$ cat src/rtl/scs_pkg.sv
`timescale 1ns / 1ps
// ----------------------------------------------------------------------------
// Sorted coordinate set package
// Shared constants, opcodes and the control word that drives the cell row.
// ----------------------------------------------------------------------------
package scs_pkg;

  localparam int SCS_CAPACITY = 64;
  localparam int COORD_W      = 16;
  localparam int KEY_W        = 2 * COORD_W;
  localparam int OP_W         = 2;
  localparam int TOTAL_W      = 7;

  localparam logic [OP_W-1:0] OP_CHECK  = 2'd0;
  localparam logic [OP_W-1:0] OP_INSERT = 2'd1;
  localparam logic [OP_W-1:0] OP_REMOVE = 2'd2;
  localparam logic [OP_W-1:0] OP_CLEAR  = 2'd3;

  // Flipping both sign bits makes unsigned order match signed (x, y) order.
  localparam logic [KEY_W-1:0] ORDER_FLIP = 32'h8000_8000;

  typedef struct packed {
    logic             cmp;
    logic             ins;
    logic             rem;
    logic             clr;
    logic [KEY_W-1:0] cmp_key;
    logic [KEY_W-1:0] ins_key;
  } scs_ctrl_t;

endpackage

$ cat src/rtl/scs_cell.sv
`timescale 1ns / 1ps
// ----------------------------------------------------------------------------
// Sorted coordinate set cell
// Holds one ordered key, compares it with a request and shifts left or right.
// ----------------------------------------------------------------------------
module scs_cell (
  input  logic                     clk,
  input  logic                     rst_n,
  input  scs_pkg::scs_ctrl_t       ctrl,
  input  logic                     left_lt,
  input  logic                     left_valid,
  input  logic [scs_pkg::KEY_W-1:0] left_data,
  input  logic                     right_valid,
  input  logic [scs_pkg::KEY_W-1:0] right_data,
  output logic                     lt,
  output logic                     eq,
  output logic                     valid,
  output logic [scs_pkg::KEY_W-1:0] data
);
  import scs_pkg::*;

  logic             valid_r;
  logic             valid_nxt;
  logic [KEY_W-1:0] data_r;
  logic [KEY_W-1:0] data_nxt;
  logic             lt_r;
  logic             eq_r;

  always_comb begin
    valid_nxt = valid_r;
    data_nxt  = data_r;
    if (ctrl.clr) begin
      valid_nxt = 1'b0;
    end else if (ctrl.ins && !lt_r) begin
      if (left_lt) begin
        valid_nxt = 1'b1;
        data_nxt  = ctrl.ins_key;
      end else begin
        valid_nxt = left_valid;
        data_nxt  = left_data;
      end
    end else if (ctrl.rem && !lt_r) begin
      valid_nxt = right_valid;
      data_nxt  = right_data;
    end
  end

  always_ff @(posedge clk) begin
    if (!rst_n) begin
      valid_r <= 1'b0;
      lt_r    <= 1'b0;
      eq_r    <= 1'b0;
    end else begin
      valid_r <= valid_nxt;
      if (ctrl.cmp) begin
        lt_r <= valid_r && (data_r < ctrl.cmp_key);
        eq_r <= valid_r && (data_r == ctrl.cmp_key);
      end
    end
  end

  always_ff @(posedge clk) begin
    data_r <= data_nxt;
  end

  assign lt    = lt_r;
  assign eq    = eq_r;
  assign valid = valid_r;
  assign data  = data_r;

endmodule

$ cat config.mk
export PLATFORM = sky130hd
export DESIGN_NAME = scs_cell
export DESIGN_NICKNAME = d
export VERILOG_FILES = /design/src/rtl/scs_pkg.sv /design/src/rtl/scs_cell.sv
export SDC_FILE = /design/constraint.sdc
export NUM_CORES = 1
export LEC_CHECK = 0
export BUFFER_PORTS_ARGS = -buffer_cell sky130_fd_sc_hd__buf_4
export CAP_MARGIN = 5
export CORE_MARGIN = 4
export CORE_UTILIZATION = 36
export DETAILED_ROUTE_END_ITERATION = 7
export GPL_TIMING_DRIVEN = 0
export PLACE_DENSITY = 0.74
export SKIP_LAST_GASP = 1
export SYNTH_ARGS = -nofsm -noshare
export SYNTH_HDL_FRONTEND = slang
export SYNTH_SLANG_ARGS = --single-unit
$ cat constraint.sdc
create_clock -name clk -period 3.3 [get_ports clk]
set_input_delay 0.825 -clock clk [delete_from_list [all_inputs] [get_ports clk]]
set_output_delay 0.825 -clock clk [all_outputs]
set_load 0.02 [all_outputs]
# Word level (Yosys, flattened, before mapping)
# Cells that the tools add are included.
# word_totals
wordCells	22
mem_count	0
regBits	35
latchBits	0
input_bits	137
mem_bits_ro	0
out_inout_bits	35
ram_bits	0
# op_classes
shift	0
n_reduce_logical	8
n_div	0
muxes	6
add_sub_neg	0
multipliers	0
eq_ne	1
magnitude_cmp	1
n_bitwise	2
# ops
cell	n
32-bit 2-to-1 mux	3
32-bit == test	1
32-bit less-than comparator	1
1-bit logical AND	4
1-bit 2-to-1 mux	3
1-bit NOT	2
2-bit AND reduction	1
2-bit nonzero test	1
2-bit OR reduction	1
1-bit zero test	1

# Depth between registers and ports, before layout
# depth
word_depth	4
mapped_depth	7
depth_no_buf	7

# Worst setup path before layout
# No wires, ideal clock.
# synth_timing
kind	in2reg
start	in ctrl[65] (netlist bit)
end	reg data_r[0] (netlist: data[0]) (enable)
path_stages	2
required_ps	2839
t_arrival_ps	3067
path_slack_ps	-228
setup_ps	461
path_cell_list	nor2_1 nor3_1
# synth_via
elab_chain_len	3
# synth_rtl
element	line	text
from (decl)	scs_cell.sv:9	input scs_pkg::scs_ctrl_t ctrl,
1-bit logical AND	scs_cell.sv:42	end else if (ctrl.rem && !lt_r) begin
2-bit nonzero test (no line)	-	
2-bit AND reduction (no line)	-	
to (signal assigned)	scs_cell.sv:63	data_r <= data_nxt;
to (decl)	scs_cell.sv:24	logic [KEY_W-1:0] data_r;
# Every way passes these cells.
# A chain may end at the register's enable or synchronous reset.

# Worst setup path in the final report
# layout_timing
start	in ctrl[46] (netlist bit)
end	reg lt_r (netlist: lt)
# layout_via
elab_chain_len	2
# layout_rtl
element	line	text
32-bit less-than comparator	scs_cell.sv:56	lt_r <= valid_r && (data_r < ctrl.cmp_key);
1-bit logical AND	scs_cell.sv:56	
to (signal assigned)	scs_cell.sv:56	
to (decl)	scs_cell.sv:26	logic lt_r;
# Every way passes these cells.

==> flow_metrics.py <==
metrics = {
    "run_status": {
        "status": "complete, no violations",
    },
    "place": {
        "gp_congestion": 0.861,
        "dp_slack_ns": 0.805,
        "hpwlAfterDp_um": 7020,
        "dp.cells": 539,
        "port_buffers": 170,
        "placed_cell_area_mm2": 0.00399,
    },
    "clock_tree": {
        "postCtsSetupBuffers": 0,
        "cts.sinks": 35,
        "clk_latency_ns": 0.28,
        "cts.clk_slew.worst_paths_ns": 0.07,
        "cts-root-buf": "clkbuf_8",
        "ctsHtreeMaxLevel": 2,
        "cts_hold_buf": 0,
        "cts_buffer_depth": 2,
        "cts_resized": 0,
        "cts_made_buffers": 5,
        "cts_tree": "built",
    },
    "final_layout": {
        "finalNetCount": 619,
        "layout-drive-gt1-share_pct": 40.4,
        "stdcell_count": 547,
        "design_area_mm2": 0.00407,
        "areaGrowthSynthToFinish_pct": 59.3,
        "diodes": 0,
    },
    "logic_synthesis": {
        "yosysTopAreaCell": "edfxtp_1",
        "ys_seq_elements": 35,
        "synth.most_common_cell": "nand2_1",
        "synthCells": 272,
        "synth_top_cell_area_share_pct": 37.6,
        "syn_avg_cell_area_um2": 9.39,
        "synth_edf_count": 32,
        "async_flop_share_pct": 0,
        "synth_top_cells_by_count": "nand2_1, o21ai_0, inv_1",
        "ys_top_cells_by_area": "edfxtp_1, ha_1, mux2i_1",
        "syn-num-nets": 441,
        "synth-main-ff-cell": "edfxtp_1",
        "netlist_area_mm2": 0.00255,
        "ys_warn_count": 0,
        "seq_area_frac_synth_pct": 40.0,
        "yosysUniqueCellTypes": 28,
    },
    "timing": {
        "hold_viol": 0,
        "tightest_slew_ns": 0.908,
        "fin_crit_sh_pct": 66.8,
        "skew_ns": 0.00687,
        "finalSetupTns_ns": 0,
        "setup_ws_ns": 1.10,
        "fin_crit_ns": 2.20,
        "relSlewSlack_pct": 39.3,
        "drv_slew": 0,
        "max_freq_mhz": 454,
        "setup-violations-final": 0,
        "rsz0062_at_grt": "false",
    },
    "global_route": {
        "grt_max_degree": 18,
        "antenna_found_initial": 0,
        "grt_usage_pct": 18.5,
        "grt_pass1_vias": 2712,
        "gr-total-overflow": 0,
        "grt_pass1_wl_um": 12600,
    },
    "detailed_routing": {
        "drc": 0,
        "drtAntennaViolNets": 0,
        "drt_wl_total_um": 8070,
        "dr.pass1.iters": 4,
        "drt_iter0_drc": 40,
        "viasPerCell": 4.73,
        "vias": 2590,
        "drt-wirelength-per-cell_um": 14.8,
    },
    "die": {
        "initial_utilization_pct": 37.4,
        "die_w_um": 92.2,
        "io_pins": 172,
        "row_count": 30,
        "fp.dieH_um": 92.2,
        "die_area_mm2": 0.00851,
        "core_mm2": 0.00683,
    },
    "power_and_ir_drop": {
        "pwr-share-clk_pct": 23.4,
        "p_leak_nw": 2.06,
        "combPwrFrac_pct": 33.0,
        "p_per_area_mw_per_mm2": 307,
        "peakVddDrop_mv": 0.205,
        "swShare_pct": 28.7,
        "switching_power_mw": 0.358,
        "power_frac_seq_pct": 43.6,
        "internal-power_mw": 0.891,
        "power_mw": 1.25,
    },
    "critical_path": {
        "crit_fanout": 3,
        "critical_path_class": "in -> reg",
        "cp.required_ns": 3.47,
        "critPathCaptureType": "flip-flop",
        "arrival_ns": 2.37,
        "worstSetupStartpointType": "primary input",
    },
    "flow_run": {
        "max_cap_viol_count": 0,
    },
    "hold_path": {
        "hp-class": "reg -> reg",
    },
}
## registers in the layout, summed over array words and instances, names as in the netlist
signal  cells
data       32
lt          1
valid       1
eq          1
## path summary, 6_finish.rpt
check        end  cells after the start     start  slack, ns
max           lt                      8  ctrl[46]       1.10
min           eq                      2        eq       0.47
max reg2reg   lt                      6  data[14]       1.35
min reg2reg   eq                      2        eq       0.47
## per-layer routing
metal	global-route usage, %	vias up	routed length (um)
met3	4.76	12	436
li1	-	1325	-
met2	35.0	84	4390
met4	5.07	0	171
met1	20.3	1169	3080
met5	0	-	0
## cells in the final DEF, fill, tap and decap left out, drive strengths merged, types with 9 or more instances in the layout
cell type and instances:
inv 33, o21ai 35, edfxtp 32, ha 32, nor2 9, nand2 40
a21oi 14, buf 174, clkbuf 14, mux2i 32
## worst max-delay path: stages
cell and delay, ns:
buf_4 0.07, inv_1 0.03, ha_1 0.32, nand4_1 0.17, nor4_1 0.50, a21boi_1 0.23
o311a_1 0.19, a211oi_2 0.04
## area by class of cell
type | instances | area [um^2]
fillers | 618 | 2760
clock inverters | 2 | 7.51
repair buffers | 171 | 1300
well taps | 96 | 120
plain buffers | 11 | 45.0
inverters | 33 | 124
multi-input cells | 193 | 1380
clock buffers | 6 | 72.6
flip-flops and latches | 35 | 1020
## power by group through the flow
stage | clock, mW | sequential (mW) | combinational [mW]
floorplan | 0 | 0.592 | 0.152
global placement | 0 | 0.555 | 0.397
detailed placement | 0 | 0.555 | 0.414
CTS | 0.297 | 0.545 | 0.416
global route | 0.320 | 0.549 | 0.456
finish | 0.293 | 0.545 | 0.412
## kinds of logic after synthesis
kind of cell             synth area share (%)
AO/OA/AOI/OAI                            13.1
adder cells (fa/ha/maj)                  15.7
buffers and inverters                    6.61
flip-flops                               40.0
multiplexers                             12.5
AND/OR/NAND/NOR                          12.1
## stage by stage
stage / utilization [%] / hold slack [ns]
global route: 59.6 / 0.524
floorplan: - / 0.542
CTS: 59.6 / 0.475
finish: 59.6 / 0.471
global placement: 57.9 / 0.457
detailed placement: 58.4 / 0.465
Power figures use the tool's default switching activity.
